--- src/rtl/slefp_pkg.sv ---
// ---------------------------------------------------------------------------
// slefp_pkg
// Shared types and constants of the start/length/end frame parser.
// ---------------------------------------------------------------------------
package slefp_pkg;

    localparam int BYTE_W    = 8;
    localparam int LEN_W     = 5;
    localparam int CFG_IDX_W = 2;

    // Largest length the 5-bit length fields can carry.
    localparam int LEN_FIELD_MAX = 31;

    // Default payload store depth.
    localparam int MAX_PAYLOAD_DEF = 31;

    // Output tdata: payload_byte, byte_index, frame_length, padded to bytes.
    localparam int OUT_FIELDS_W = BYTE_W + LEN_W + LEN_W;
    localparam int OUT_TDATA_W  = ((OUT_FIELDS_W + 7) / 8) * 8;

    // Configuration register indexes.
    localparam logic [CFG_IDX_W-1:0] REG_START_MARKER = 2'd0;
    localparam logic [CFG_IDX_W-1:0] REG_END_MARKER   = 2'd1;
    localparam logic [CFG_IDX_W-1:0] REG_LENGTH_LIMIT = 2'd2;

    // Reset values of the configuration registers.
    localparam logic [BYTE_W-1:0] START_MARKER_RST = 8'd35;
    localparam logic [BYTE_W-1:0] END_MARKER_RST   = 8'd255;
    localparam logic [LEN_W-1:0]  LENGTH_LIMIT_RST = 5'd19;

    // Commands from the controller to the datapath.
    typedef struct packed {
        logic cnt_clr;        // clear the byte counter
        logic cnt_inc;        // advance the byte counter
        logic len_load;       // take the length from the input byte
        logic mem_wr;         // store the input byte at the counter
        logic out_load_mem;   // load the output register from the store
        logic out_load_empty; // load the output register with an empty frame
    } ctrl_cmd_t;

    // Status from the datapath to the controller.
    typedef struct packed {
        logic start_hit;  // input byte equals the start marker
        logic end_hit;    // input byte equals the end marker
        logic len_ok;     // input byte is an acceptable length
        logic len_in_zero;// input byte is zero
        logic len_zero;   // stored length is zero
        logic count_done; // the byte being stored is the last of the payload
        logic out_taken;  // output item accepted this cycle
        logic out_last;   // output register holds the last item of a frame
    } dp_status_t;

endpackage

--- src/rtl/slefp_ctrl.sv ---
// ---------------------------------------------------------------------------
// slefp_ctrl
// Frame parsing state machine; drives the datapath through commands.
// ---------------------------------------------------------------------------
module slefp_ctrl
(
    input  logic                  clk,
    input  logic                  rst_n,
    input  logic                  in_valid,
    output logic                  in_ready,
    input  slefp_pkg::dp_status_t status,
    output slefp_pkg::ctrl_cmd_t  cmd
);

    typedef enum logic [2:0] {
        S_HUNT,
        S_LEN,
        S_DATA,
        S_END,
        S_READ,
        S_SHOW,
        S_WAIT
    } state_t;

    state_t state_reg;
    state_t state_next;
    logic   acc;

    assign in_ready = (state_reg == S_HUNT) || (state_reg == S_LEN) ||
                      (state_reg == S_DATA) || (state_reg == S_END);
    assign acc = in_valid && in_ready;

    always_comb
    begin
        state_next = state_reg;
        cmd        = '0;
        case (state_reg)
            S_HUNT:
            begin
                if (acc && status.start_hit)
                begin
                    cmd.cnt_clr = 1'b1;
                    state_next  = S_LEN;
                end
            end
            S_LEN:
            begin
                if (acc && status.len_ok)
                begin
                    cmd.len_load = 1'b1;
                    cmd.cnt_clr  = 1'b1;
                    state_next   = status.len_in_zero ? S_END : S_DATA;
                end
            end
            S_DATA:
            begin
                if (acc)
                begin
                    cmd.mem_wr  = 1'b1;
                    cmd.cnt_inc = 1'b1;
                    if (status.count_done)
                    begin
                        state_next = S_END;
                    end
                end
            end
            S_END:
            begin
                if (acc)
                begin
                    cmd.cnt_clr = 1'b1;
                    if (!status.end_hit)
                    begin
                        state_next = S_HUNT;
                    end
                    else if (status.len_zero)
                    begin
                        cmd.out_load_empty = 1'b1;
                        state_next         = S_WAIT;
                    end
                    else
                    begin
                        state_next = S_READ;
                    end
                end
            end
            S_READ:
            begin
                // The store's registered read port captures the entry here.
                state_next = S_SHOW;
            end
            S_SHOW:
            begin
                cmd.out_load_mem = 1'b1;
                state_next       = S_WAIT;
            end
            S_WAIT:
            begin
                if (status.out_taken)
                begin
                    if (status.out_last)
                    begin
                        state_next = S_HUNT;
                    end
                    else
                    begin
                        cmd.cnt_inc = 1'b1;
                        state_next  = S_READ;
                    end
                end
            end
            default:
            begin
                state_next = S_HUNT;
            end
        endcase
    end

    always_ff @(posedge clk or negedge rst_n)
    begin
        if (!rst_n)
        begin
            state_reg <= S_HUNT;
        end
        else
        begin
            state_reg <= state_next;
        end
    end

endmodule

--- src/rtl/slefp_datapath.sv ---
// ---------------------------------------------------------------------------
// slefp_datapath
// Configuration registers, byte counter, payload store and output register.
// ---------------------------------------------------------------------------
module slefp_datapath
#(
    parameter int MAX_PAYLOAD = slefp_pkg::MAX_PAYLOAD_DEF
)
(
    input  logic                                clk,
    input  logic                                rst_n,
    input  logic                                cfg_valid,
    input  logic [slefp_pkg::CFG_IDX_W-1:0]     cfg_index,
    input  logic [slefp_pkg::BYTE_W-1:0]        cfg_data,
    input  logic [slefp_pkg::BYTE_W-1:0]        rx_byte,
    input  slefp_pkg::ctrl_cmd_t                cmd,
    output slefp_pkg::dp_status_t               status,
    output logic                                out_valid,
    input  logic                                out_ready,
    output logic [slefp_pkg::OUT_TDATA_W-1:0]   out_data,
    output logic                                out_last
);

    // Lengths never exceed the 5-bit field, so deeper storage is never used.
    localparam int STORE_DEPTH = (MAX_PAYLOAD > slefp_pkg::LEN_FIELD_MAX) ?
                                 slefp_pkg::LEN_FIELD_MAX : MAX_PAYLOAD;
    localparam int ADDR_W      = (STORE_DEPTH > 1) ? $clog2(STORE_DEPTH) : 1;
    localparam int PAD_W       = slefp_pkg::OUT_TDATA_W - slefp_pkg::OUT_FIELDS_W;

    logic [slefp_pkg::BYTE_W-1:0] start_marker_reg;
    logic [slefp_pkg::BYTE_W-1:0] end_marker_reg;
    logic [slefp_pkg::LEN_W-1:0]  length_limit_reg;

    logic [slefp_pkg::LEN_W-1:0]  count_reg;
    logic [slefp_pkg::LEN_W-1:0]  exp_len_reg;
    logic [slefp_pkg::BYTE_W-1:0] store_mem [STORE_DEPTH];
    logic [slefp_pkg::BYTE_W-1:0] rd_data_reg;

    logic                         out_valid_reg;
    logic [slefp_pkg::BYTE_W-1:0] out_byte_reg;
    logic [slefp_pkg::LEN_W-1:0]  out_index_reg;
    logic [slefp_pkg::LEN_W-1:0]  out_len_reg;
    logic                         out_last_reg;

    logic [slefp_pkg::LEN_W:0]    count_plus;
    logic [ADDR_W-1:0]            addr;

    assign count_plus = {1'b0, count_reg} + {{slefp_pkg::LEN_W{1'b0}}, 1'b1};
    assign addr       = count_reg[ADDR_W-1:0];

    assign status.start_hit   = (rx_byte == start_marker_reg);
    assign status.end_hit     = (rx_byte == end_marker_reg);
    assign status.len_ok      = (rx_byte <= {3'b000, length_limit_reg}) &&
                                ({1'b0, rx_byte} <= 9'(MAX_PAYLOAD));
    assign status.len_in_zero = (rx_byte == '0);
    assign status.len_zero    = (exp_len_reg == '0);
    assign status.count_done  = (count_plus >= {1'b0, exp_len_reg});
    assign status.out_taken   = out_valid_reg && out_ready;
    assign status.out_last    = out_last_reg;

    assign out_valid = out_valid_reg;
    assign out_last  = out_last_reg;
    assign out_data  = {{PAD_W{1'b0}}, out_len_reg, out_index_reg, out_byte_reg};

    // Configuration registers.
    always_ff @(posedge clk or negedge rst_n)
    begin
        if (!rst_n)
        begin
            start_marker_reg <= slefp_pkg::START_MARKER_RST;
            end_marker_reg   <= slefp_pkg::END_MARKER_RST;
            length_limit_reg <= slefp_pkg::LENGTH_LIMIT_RST;
        end
        else if (cfg_valid)
        begin
            case (cfg_index)
                slefp_pkg::REG_START_MARKER: start_marker_reg <= cfg_data;
                slefp_pkg::REG_END_MARKER:   end_marker_reg   <= cfg_data;
                slefp_pkg::REG_LENGTH_LIMIT:
                    length_limit_reg <= cfg_data[slefp_pkg::LEN_W-1:0];
                default:
                begin
                end
            endcase
        end
    end

    // Counter, length and output valid.
    always_ff @(posedge clk or negedge rst_n)
    begin
        if (!rst_n)
        begin
            count_reg     <= '0;
            exp_len_reg   <= '0;
            out_valid_reg <= 1'b0;
        end
        else
        begin
            if (cmd.cnt_clr)
            begin
                count_reg <= '0;
            end
            else if (cmd.cnt_inc)
            begin
                count_reg <= count_plus[slefp_pkg::LEN_W-1:0];
            end
            if (cmd.len_load)
            begin
                exp_len_reg <= rx_byte[slefp_pkg::LEN_W-1:0];
            end
            if (cmd.out_load_mem || cmd.out_load_empty)
            begin
                out_valid_reg <= 1'b1;
            end
            else if (out_ready)
            begin
                out_valid_reg <= 1'b0;
            end
        end
    end

    // Payload store with a registered read port at the counter.
    always_ff @(posedge clk)
    begin
        if (cmd.mem_wr)
        begin
            store_mem[addr] <= rx_byte;
        end
        rd_data_reg <= store_mem[addr];
    end

    // Output payload register.
    always_ff @(posedge clk)
    begin
        if (cmd.out_load_mem)
        begin
            out_byte_reg  <= rd_data_reg;
            out_index_reg <= count_reg;
            out_len_reg   <= exp_len_reg;
            out_last_reg  <= (count_plus == {1'b0, exp_len_reg});
        end
        else if (cmd.out_load_empty)
        begin
            out_byte_reg  <= '0;
            out_index_reg <= '0;
            out_len_reg   <= '0;
            out_last_reg  <= 1'b1;
        end
    end

endmodule

--- src/rtl/start_length_end_frame_parser_top.sv ---
// ---------------------------------------------------------------------------
// start_length_end_frame_parser_top
// Deframer for start marker / length / payload / end marker byte streams.
// ---------------------------------------------------------------------------
// The block takes one received byte per item on the slave stream and hunts
// for the start marker. The byte after it is the payload length; a length
// above length_limit (or above the store depth) is skipped and the block
// keeps waiting for an acceptable one. That many payload bytes are stored,
// then the next byte must equal the end marker. On a match the stored bytes
// leave on the master stream in order, each carrying its index and the frame
// length, with tlast on the final one; an empty frame yields a single item
// with all fields zero and tlast set. A wrong end marker drops the frame.
// While parsing, the input is always ready. During emission no input is
// taken: each result is a store read, an output load and a hand-over that
// waits while the sink holds tready low; the store's single registered read
// port is used again only once the item is taken. Configuration writes are
// always accepted and should be made while the block is idle.
module start_length_end_frame_parser_top
#(
    parameter int MAX_PAYLOAD = slefp_pkg::MAX_PAYLOAD_DEF
)
(
    input  logic                                clk,
    input  logic                                rst_n,
    // Input stream. s_tdata: rx_byte [7:0].
    input  logic                                s_tvalid,
    output logic                                s_tready,
    input  logic [slefp_pkg::BYTE_W-1:0]        s_tdata,
    // Output stream. m_tdata: payload_byte [7:0], byte_index [12:8],
    // frame_length [17:13], zero padding above. m_tlast: last.
    output logic                                m_tvalid,
    input  logic                                m_tready,
    output logic [slefp_pkg::OUT_TDATA_W-1:0]   m_tdata,
    output logic                                m_tlast,
    // Configuration writes: 0 start_marker, 1 end_marker, 2 length_limit.
    input  logic                                cfg_valid,
    output logic                                cfg_ready,
    input  logic [slefp_pkg::CFG_IDX_W-1:0]     cfg_index,
    input  logic [slefp_pkg::BYTE_W-1:0]        cfg_data
);

    slefp_pkg::ctrl_cmd_t  cmd;
    slefp_pkg::dp_status_t status;

    // Register writes are always accepted.
    assign cfg_ready = 1'b1;

    slefp_ctrl u_ctrl
    (
        .clk      (clk),
        .rst_n    (rst_n),
        .in_valid (s_tvalid),
        .in_ready (s_tready),
        .status   (status),
        .cmd      (cmd)
    );

    slefp_datapath
    #(
        .MAX_PAYLOAD (MAX_PAYLOAD)
    )
    u_datapath
    (
        .clk       (clk),
        .rst_n     (rst_n),
        .cfg_valid (cfg_valid),
        .cfg_index (cfg_index),
        .cfg_data  (cfg_data),
        .rx_byte   (s_tdata),
        .cmd       (cmd),
        .status    (status),
        .out_valid (m_tvalid),
        .out_ready (m_tready),
        .out_data  (m_tdata),
        .out_last  (m_tlast)
    );

endmodule

--- config.mk ---
export PLATFORM = sky130hd
export DESIGN_NAME = start_length_end_frame_parser_top
export DESIGN_NICKNAME = d
export VERILOG_FILES = /design/src/rtl/slefp_pkg.sv /design/src/rtl/slefp_ctrl.sv /design/src/rtl/slefp_datapath.sv /design/src/rtl/start_length_end_frame_parser_top.sv
export SDC_FILE = /design/constraint.sdc
export NUM_CORES = 1
export LEC_CHECK = 0
export BUFFER_PORTS_ARGS = -buffer_cell sky130_fd_sc_hd__buf_2
export CORE_ASPECT_RATIO = 1.75
export CORE_MARGIN = 5
export CORE_UTILIZATION = 55
export DETAILED_ROUTE_END_ITERATION = 12
export PLACE_DENSITY = 0.77
export SLEW_MARGIN = 5
export SYNTH_ARGS = -nofsm -noshare
export SYNTH_HDL_FRONTEND = slang
export SYNTH_HIERARCHICAL = 1
export SYNTH_SLANG_ARGS = --single-unit
--- constraint.sdc ---
create_clock -name clk -period 8.2 [get_ports clk]
set_clock_uncertainty 0.1 [all_clocks]
set_input_delay 0.82 -clock clk [delete_from_list [all_inputs] [get_ports clk]]
set_output_delay 0.82 -clock clk [all_outputs]
set_load 0.03 [all_outputs]
**Yosys cells after proc, flatten, opt, wreduce, memory -nomap -nowiden**

Memories as Yosys holds them, arrays and structs flattened. A register that Yosys moved wholly into a read port is not among the register bits.
Cells that the tools add are included.

- Multipliers: 0
- Reduce and logical (&&, ||, !) cells: 20
- Eq/ne operators: 17
- Magnitude comparators: 3
- Bitwise logic cells: 0
- $add $sub $neg: 1
- Shift-type cells: 0
- Divide/modulo/power cells: 0
- Muxes and demuxes: 38

Operators by type and width:

| kind | number |
|---|---|
| 5-bit 2-to-1 mux | 5 |
| 3-bit 2-to-1 mux | 8 |
| 3-bit case mux with 7 select lines | 1 |
| 1-bit 2-to-1 mux | 19 |
| 8-bit equality test | 2 |
| 8-bit 2-to-1 mux | 2 |
| 3-bit equality test, second input constant | 3 |
| 8-bit by 5-bit <= comparator with 1-bit output | 1 |
| 8-bit by 5-bit <= comparator with 1-bit output, second input constant | 1 |
| 8-bit zero test | 1 |
| 2-bit != test, second input constant | 4 |
| 5-bit by 1-bit adder with 6-bit output, second input constant | 1 |
| 3-bit by 2-bit equality test with 1-bit output, second input constant | 2 |
| 6-bit by 5-bit equality test with 1-bit output | 1 |
| 6-bit by 5-bit >= comparator with 1-bit output | 1 |
| 2-bit AND reduction | 3 |
| 6-bit AND reduction | 1 |
| 2-bit nonzero test | 3 |
| 1-bit logical AND | 5 |
| 5-bit zero test | 1 |
| 1-bit logical OR | 4 |
| 2-bit by 1-bit != test with 1-bit output, second input constant | 2 |
| 3-bit by 1-bit equality test with 1-bit output, second input constant | 1 |
| 3-bit zero test | 1 |
| other kinds (6) | 6 |

- RAM bits: 248
- Bits in registers: 54
- Output and inout bits: 28
- Bits of input ports: 23
- Word-level logic and storage cells: 91
- Latch bits: 0
- Memory bits (read-only): 0
- Memories: 1

Memories:

| memory | depth | bits a word | rd ports | clocked after Yosys merged registers in | write ports | RTL line | text |
|---|---|---|---|---|---|---|---|
| u_datapath.store_mem | 31 | 8 | 1 | 1 | 1 | slefp_datapath.sv:36 | `logic [slefp_pkg::BYTE_W-1:0] store_mem [STORE_DEPTH];` |

**Longest topological paths before layout**

Gate-level depths: netlist of the first run.

- Word-level depth: 9
- Gate-level depth with buffers: 13
- Depth with buffers taken out: 11

**Hierarchy**

Netlist of the first run, hierarchy kept.

By module, submodules not included:

| module | sequential area each (um^2) | instances | cells each | area each (um^2) |
|---|---|---|---|---|
| slefp_datapath | 8996.1 | 1 | 671 | 12338.1 |
| slefp_ctrl | 75.1 | 1 | 36 | 284.0 |
| start_length_end_frame_parser_top | 0.0 | 1 | 2 | 11.3 |

**Least setup slack after synthesis of the first run**

No wires, ideal clock.

- Kind: input-to-reg
- Start: input s_tdata[2] (netlist bit)
- End: register u_datapath/exp_len_reg[0] (netlist bit)
- Stages: 9
- Data required time: 7.975 ns
- Slack: 5.171 ns
- Setup time: 0.125 ns
- Path buffers: 1
- Arrival time: 2.804 ns
- Cell sequence: ha_1 > and3_1 > a221o_1 > a21o_1 > a21oi_1 > nand3_1 > nor3_1 > clkbuf_1 > mux2_2

RTL lines:

| what | RTL line | text |
|---|---|---|
| start, declared | start_length_end_frame_parser_top.sv:28 | `input logic [slefp_pkg::BYTE_W-1:0] s_tdata,` |
| end signal, assigned | slefp_datapath.sv:109 | `exp_len_reg <= rx_byte[slefp_pkg::LEN_W-1:0];` |
| end, declared | slefp_datapath.sv:35 | `logic [slefp_pkg::LEN_W-1:0] exp_len_reg;` |

==> reports/results.tsv, run 1 <==
metric	value	unit
num-fill-cells	1654	
cts_tree	yes	
place_congestion	0.804	
path_max_fanout	39	
num_antenna_cells	0	
crit_chain	buf_4, inv_1, ha_1, ha_1, nand4_1, a21oi_1, nor3_1, nand2_1, nor2b_1, mux2i_1, o22ai_2	
clkTransAtPathRegs	0.07	ns
antenna_found_initial	0	
cpMostUsedCell	ha_1	
setup_viol	0	
synthFlopType	edfxtp_1	
syn_area	12600	um^2
post-place-ws	4.21	ns
slew_headroom	13.8	%
grt_usage	20.7	%
setup_slack	4.68	ns
fmax	284	MHz
areaGrowthSynthToFinish	9.61	%
top_register	u_datapath/store_mem	
worst_pin_slew	1.29	ns
numPortBuffers	43	
clock_sinks	310	
finalCriticalPeriod	3.52	ns
hold_violations	0	
tns	0	ns
coreArea	22700	um^2
crit_family	buffers and inverters	
die_h	210	um
finalPower	0.00424	W
multiInputGateArea	3260	um^2
worstPathBufferInverterCount	2	
hold_buffers	0	
worst_hold_path_type	in -> async	
final_nets	786	
crit_required	8.50	ns
htree_levels	1	
dieArea	26200	um^2
drv_cap	0	
wl	27.1	mm
synth_async_sr_flop_share	11.3	%
yosysUniqueCellTypes	50	
cts-root-buf	clkbuf_16	
drt_iter0_markers	629	
post-route-period-util	42.9	%
startpoint_type	register	
seq_area	9080	um^2
slowest_stage	dfrtp_4	
post_cts_buffers	0	
synth-seq-area-share	71.8	%
firstDrtPassIters	5	
start_util	55.8	%
worstPathArrival	3.82	ns
row_count	73	
grt_pass1_wl	40.9	mm
viasPerCell	6.20	
cpPeakStageDelay	0.85	ns
wire_per_inst	25.4	um
grt_start_max_net_pins	53	
cp-end-kind	register	
yosysWarnings	6	
die_w	125	um
report.final.slew_viol_count	0	
p_per_area	306	nW/um^2
critPathKind	reg -> reg	
avgSynthCellArea	17.8	um^2
cts-resized-gates	0	
synth_cells	709	
cts_buffer_depth	3	
largest_register_ffs	248	
globalRouteOverflowTotal	0	
rsz0062_at_grt	no	
ant_nets	0	
synth_edf_count	267	
grt_pass1_vias	6688	
ir_drop	0.000206	V
post-dp-hpwl	17.7	mm
insertion_delay	0.53	ns
ys_ff_latch	310	
ios	51	
outcome	finished, final reports clean	
drc	0	
numCtsBuffers	25	
p_leak	4.69	nW
vias	6613	
drive_gt1_share	22.0	%
[logic make-up after synthesis]
group	synth area share (%)
AOI/OAI and AO/OA	3.74
xor gates and xnor gates	1.59
adders and majority gates	1.39
buffers and inverters	2.54
DFF	71.8
muxes	13.0
other	0.0594
and+or+nand+nor	5.86
[report_power, final]
part	internal, W	switching (W)
combinational	0.000439	0.000593
sequential	0.00186	0.000163
clock	0.000672	0.000515
[cell usage after synthesis (2+ instances only)]
| cell type | number | area, um^2 |
|---|---|---|
| dfxtp_1 | 8 | 160 |
| or3_1 | 2 | 12.5 |
| or3b_1 | 2 | 17.5 |
| nor3b_2 | 2 | 25.0 |
| nor3b_1 | 2 | 15.0 |
| nand3_1 | 6 | 30.0 |
| ha_1 | 14 | 175 |
| o21ai_0 | 14 | 70.1 |
| edfxtp_1 | 267 | 8020 |
| nand2b_1 | 2 | 12.5 |
| nand2_1 | 22 | 82.6 |
| buf_6 | 7 | 78.8 |
| nand4_1 | 14 | 87.6 |
| buf_4 | 12 | 90.1 |
| mux2i_1 | 18 | 180 |
| nand3b_1 | 6 | 45.0 |
| mux4_1 | 12 | 315 |
| nor2_1 | 45 | 169 |
| buf_2 | 7 | 35.0 |
| nor2b_1 | 2 | 12.5 |
| and2_1 | 19 | 119 |
| mux2_2 | 22 | 248 |
| xor2_1 | 3 | 26.3 |
| o22ai_1 | 4 | 25.0 |
| a21oi_1 | 8 | 40.0 |
| inv_1 | 16 | 60.1 |
| dfstp_2 | 14 | 368 |
| or4_1 | 2 | 15.0 |
| xnor2_1 | 20 | 175 |
| and3_1 | 4 | 25.0 |
| nor3_1 | 7 | 35.0 |
| conb_1 | 2 | 7.51 |
| and3b_1 | 2 | 17.5 |
| clkbuf_1 | 14 | 52.6 |
| mux4_2 | 40 | 901 |
| dfrtp_1 | 21 | 526 |
| a21o_1 | 5 | 37.5 |
| a22oi_1 | 30 | 225 |
[cells in the final DEF, fill, tap and decap left out, types with 7 or more instances in the layout]
cell       count
o21ai_0       14
dfrtp_1       19
nor3_1         7
inv_1         16
edfxtp_1     267
buf_2         43
mux2_2        22
and2_1        19
nor2_1        45
a21oi_1        8
clkbuf_1       7
nand2_1       22
mux4_1        12
clkbuf_16     25
dfstp_2       14
dfxtp_1        8
xnor2_1       20
a22oi_1       30
ha_1          14
mux4_2        40
conb_1         7
mux2i_1       18
nand4_1       14
[worst reg2reg max path, cell delays in order (launching register included)]
cell and delay, ns:
dfrtp_4 0.85, buf_4 0.76, inv_1 0.23, ha_1 0.37, ha_1 0.29, nand4_1 0.10
a21oi_1 0.05, nor3_1 0.14, nand2_1 0.09, nor2b_1 0.14, mux2i_1 0.17, o22ai_2 0.09
[final timing paths]
kind / depth (start not counted) / start / slack, ns / endpoint
hold / removal: 1 / rst_n / 0.26 / u_datapath/exp_len_reg[0]
min in group clk: 1 / u_datapath/length_limit_reg[2] / 0.41 / u_datapath/length_limit_reg[2]
setup / recovery: 11 / u_datapath/addr[0] / 4.68 / u_ctrl/state_reg[0]
max in group asynchronous: 1 / rst_n / 7.17 / u_datapath/addr[0]
hold reg to reg: 1 / u_datapath/length_limit_reg[2] / 0.41 / u_datapath/length_limit_reg[2]
setup reg to reg: 11 / u_datapath/addr[0] / 4.68 / u_ctrl/state_reg[0]
[routing by layer]
layer  vias up  track usage [%]  wire, um
met3        69             2.31      1700
met1      3370             23.9      9040
met2       328             39.0     15200
met5         -                0         0
met4         0             8.55      1120
li1       2846                -         -
[cell type report]
cell class              count  share of cell area, %
well taps                 300                   2.71
inverters                  16                  0.434
clock inverters             8                  0.678
flip-flops and latches    310                   65.5
multi-input cells         347                   23.5
clock buffers              37                   5.20
repair buffers             49                   1.88
[per-stage QoR]
stage / hold slack, ns / area [um^2] / util, % / cells
2_1_floorplan: 0.379 / 12700 / - / 714
3_3_place_gp: 0.374 / 13000 / 57.5 / 1022
3_5_place_dp: 0.392 / 13000 / 57.5 / 1022
4_1_cts: 0.257 / 13800 / 61.1 / 1067
5_1_grt: 0.310 / 13800 / 61.1 / 1067
6_report: 0.262 / 13800 / 61.1 / 1067
Power figures use the tool's default switching activity.
==> run 2: changes to the inputs <==
==> constraint.sdc (replaced) <==
create_clock -name clk -period 3.41 [get_ports clk]
set_clock_uncertainty 0.1 [all_clocks]
set_input_delay 0.341 -clock clk [delete_from_list [all_inputs] [get_ports clk]]
set_output_delay 0.341 -clock clk [all_outputs]
set_load 0.03 [all_outputs]
==> reports/results.tsv, run 2 (synthesized netlist as in run 1, its figures left out) <==
metric	value	unit	change
outcome	finished, final reports clean		
dieArea	26200	um^2	unchanged
report.final.slew_viol_count	0		unchanged
htree_levels	1		unchanged
rsz0062_at_grt	no		
setup_viol	0		unchanged
grt_usage	21.0	%	+0.30 points
p_clk_share	28.3	%	+0.3 points
antenna_found_initial	0		unchanged
hold_violations	0		unchanged
die_w	125	um	unchanged
post-route-period-util	82.9	%	+40 points
start_util	55.8	%	unchanged
post_cts_buffers	0		unchanged
ir_drop	0.000585	V	+180%
final_common_cell	edfxtp_1		
numCtsBuffers	25		unchanged
finalCriticalPeriod	2.83	ns	-0.690 ns
areaGrowthSynthToFinish	12.5	%	
power_frac_seq	45.8	%	-1.9 points
critPathCapture	u_datapath/exp_len_reg[0]		
grt_start_max_net_pins	46		-13%
worst_hold_path_type	in -> reg		
critPathKind	reg -> reg		
share_comb_of_total_power	25.9	%	+1.6 points
startpoint_type	register		
worst_r2r_startpoint	u_datapath/length_limit_reg[1]		
grt_pass1_wl	41.7	mm	+2.0%
clock_sinks	310		unchanged
numPortBuffers	43		unchanged
crit_required	3.73	ns	-4.77 ns
globalRouteOverflowTotal	0		unchanged
cts-resized-gates	0		unchanged
cp-end-kind	register		
post-dp-hpwl	18.1	mm	+2.2%
firstDrtPassIters	5		unchanged
path_max_fanout	9		-77%
place_congestion	0.969		+21%
cts_tree	yes		
drt_iter0_markers	557		-11%
r2r-end	u_datapath/exp_len_reg[0]		
fmax	354	MHz	+24%
vias	6819		+3.1%
final_nets	827		+5.2%
worst_pin_slew	0.944	ns	-0.346 ns
drive_gt1_share	24.8	%	+2.7 points
dp.cells	1053		+3.0%
hold_buffers	10		+10
ant_nets	0		unchanged
wl	27.6	mm	+2.0%
startpoint	u_datapath/length_limit_reg[1]		
row_count	73		unchanged
netSwitchingFraction	30.0	%	about the same
p_sw	0.00311	W	+140%
ios	51		unchanged
cts_buffer_depth	3		unchanged
num_antenna_cells	0		unchanged
layout_common_cells	edfxtp_1 (267), nor2_1 (45), buf_2 (43), mux4_2 (40), buf_4 (36)		
p_per_area	731	nW/um^2	+140%
coreArea	22700	um^2	unchanged
drv_cap	0		unchanged
tns	0	ns	unchanged
slew_headroom	37.0	%	+23 points
top_register	u_datapath/store_mem		
worstPathArrival	3.14	ns	-0.68 ns
cts-root-buf	clkbuf_16		
p_leak	4.91	nW	+4.8%
viasPerCell	6.15		-0.70%
die_h	210	um	unchanged
p_int	0.00727	W	+140%
ff2ff_path_depth	10		-1
largest_register_ffs	248		unchanged
regToRegSetupSlack	0.58	ns	-4.10 ns
grt_pass1_vias	7015		+4.9%
drc	0		unchanged
insertion_delay	0.53	ns	about the same
fin_cells	1108		+3.8%
wire_per_inst	24.9	um	-1.8%
clkTransAtPathRegs	0.07	ns	about the same
[run 2: changes by cell type in the layout (fill, tap and decap cells not counted), sizes merged]
cell | previous run | this run
clkbuf | 37 | 35
buf | 49 | 80
bufinv | 2 | 3
inv | 16 | 18
dlygate4sd3 | 0 | 10
clkinvlp | 2 | 1
[run 2: metal layers]
layer,vias up,GRT usage (%),share of wire [%]
met1,3509,23.6,33
met3,57,1.88,5.9
met4,0,10.4,5.0
met2,331,39.6,56
met5,-,0,0
li1,2922,-,-
[run 2: power by group through the flow]
stage | clock network [W] | logic, W | registers, W
2_1_floorplan | 0 | 0.00201 | 0.00462
3_3_place_gp | 0 | 0.00260 | 0.00480
3_5_place_dp | 0 | 0.00267 | 0.00483
4_1_cts | 0.00299 | 0.00270 | 0.00475
5_1_grt | 0.00312 | 0.00283 | 0.00478
6_report | 0.00294 | 0.00269 | 0.00476
[run 2: critical path, stage by stage, from the launching register on]
cell and delay (ns):
dfstp_2 0.53, inv_1 0.04, ha_1 0.26, and3_1 0.16, a221o_1 0.35, a21o_1 0.20, a21oi_1 0.24, nand3_1 0.14
nor3_1 0.19, buf_4 0.18, mux2_2 0.33
[run 2: final cells by class]
cell class	count	area, um^2
Tap cell	300	375
Inverter	16	60.1
Fill cell	1606	8440
Timing Repair Buffer	90	606
Sequential cell	310	9080
Clock inverter	10	130
Clock buffer	35	703
Multi-Input combinational cell	347	3260
[run 2: worst min-delay path by stage]
stage                from                              to  slack (ns)  cells after the start
5_1_grt        s_tdata[4]       u_datapath/exp_len_reg[4]        0.09                      3
2_1_floorplan       rst_n             u_ctrl/state_reg[0]       -0.05                      0
3_5_place_dp        rst_n  u_datapath/start_marker_reg[7]        0.35                      1
4_1_cts        s_tdata[4]       u_datapath/exp_len_reg[4]        0.03                      3
3_3_place_gp        rst_n  u_datapath/start_marker_reg[7]        0.32                      1
6_report       s_tdata[4]       u_datapath/exp_len_reg[4]        0.05                      3
[run 2: stage by stage]
step / worst slack [ns] / hold slack, ns / cell area (um^2) / total power, W / utilization [%]
floorplan: 0.739 / -0.0546 / 12700 / 0.00663 / -
global placement: 0.618 / 0.325 / 13300 / 0.00740 / 58.6
detailed placement: 0.584 / 0.349 / 13300 / 0.00750 / 58.6
CTS: 0.601 / 0.0337 / 14200 / 0.0104 / 62.7
global route: 0.441 / 0.0872 / 14200 / 0.0107 / 62.7
finish: 0.584 / 0.0508 / 14200 / 0.0104 / 62.7
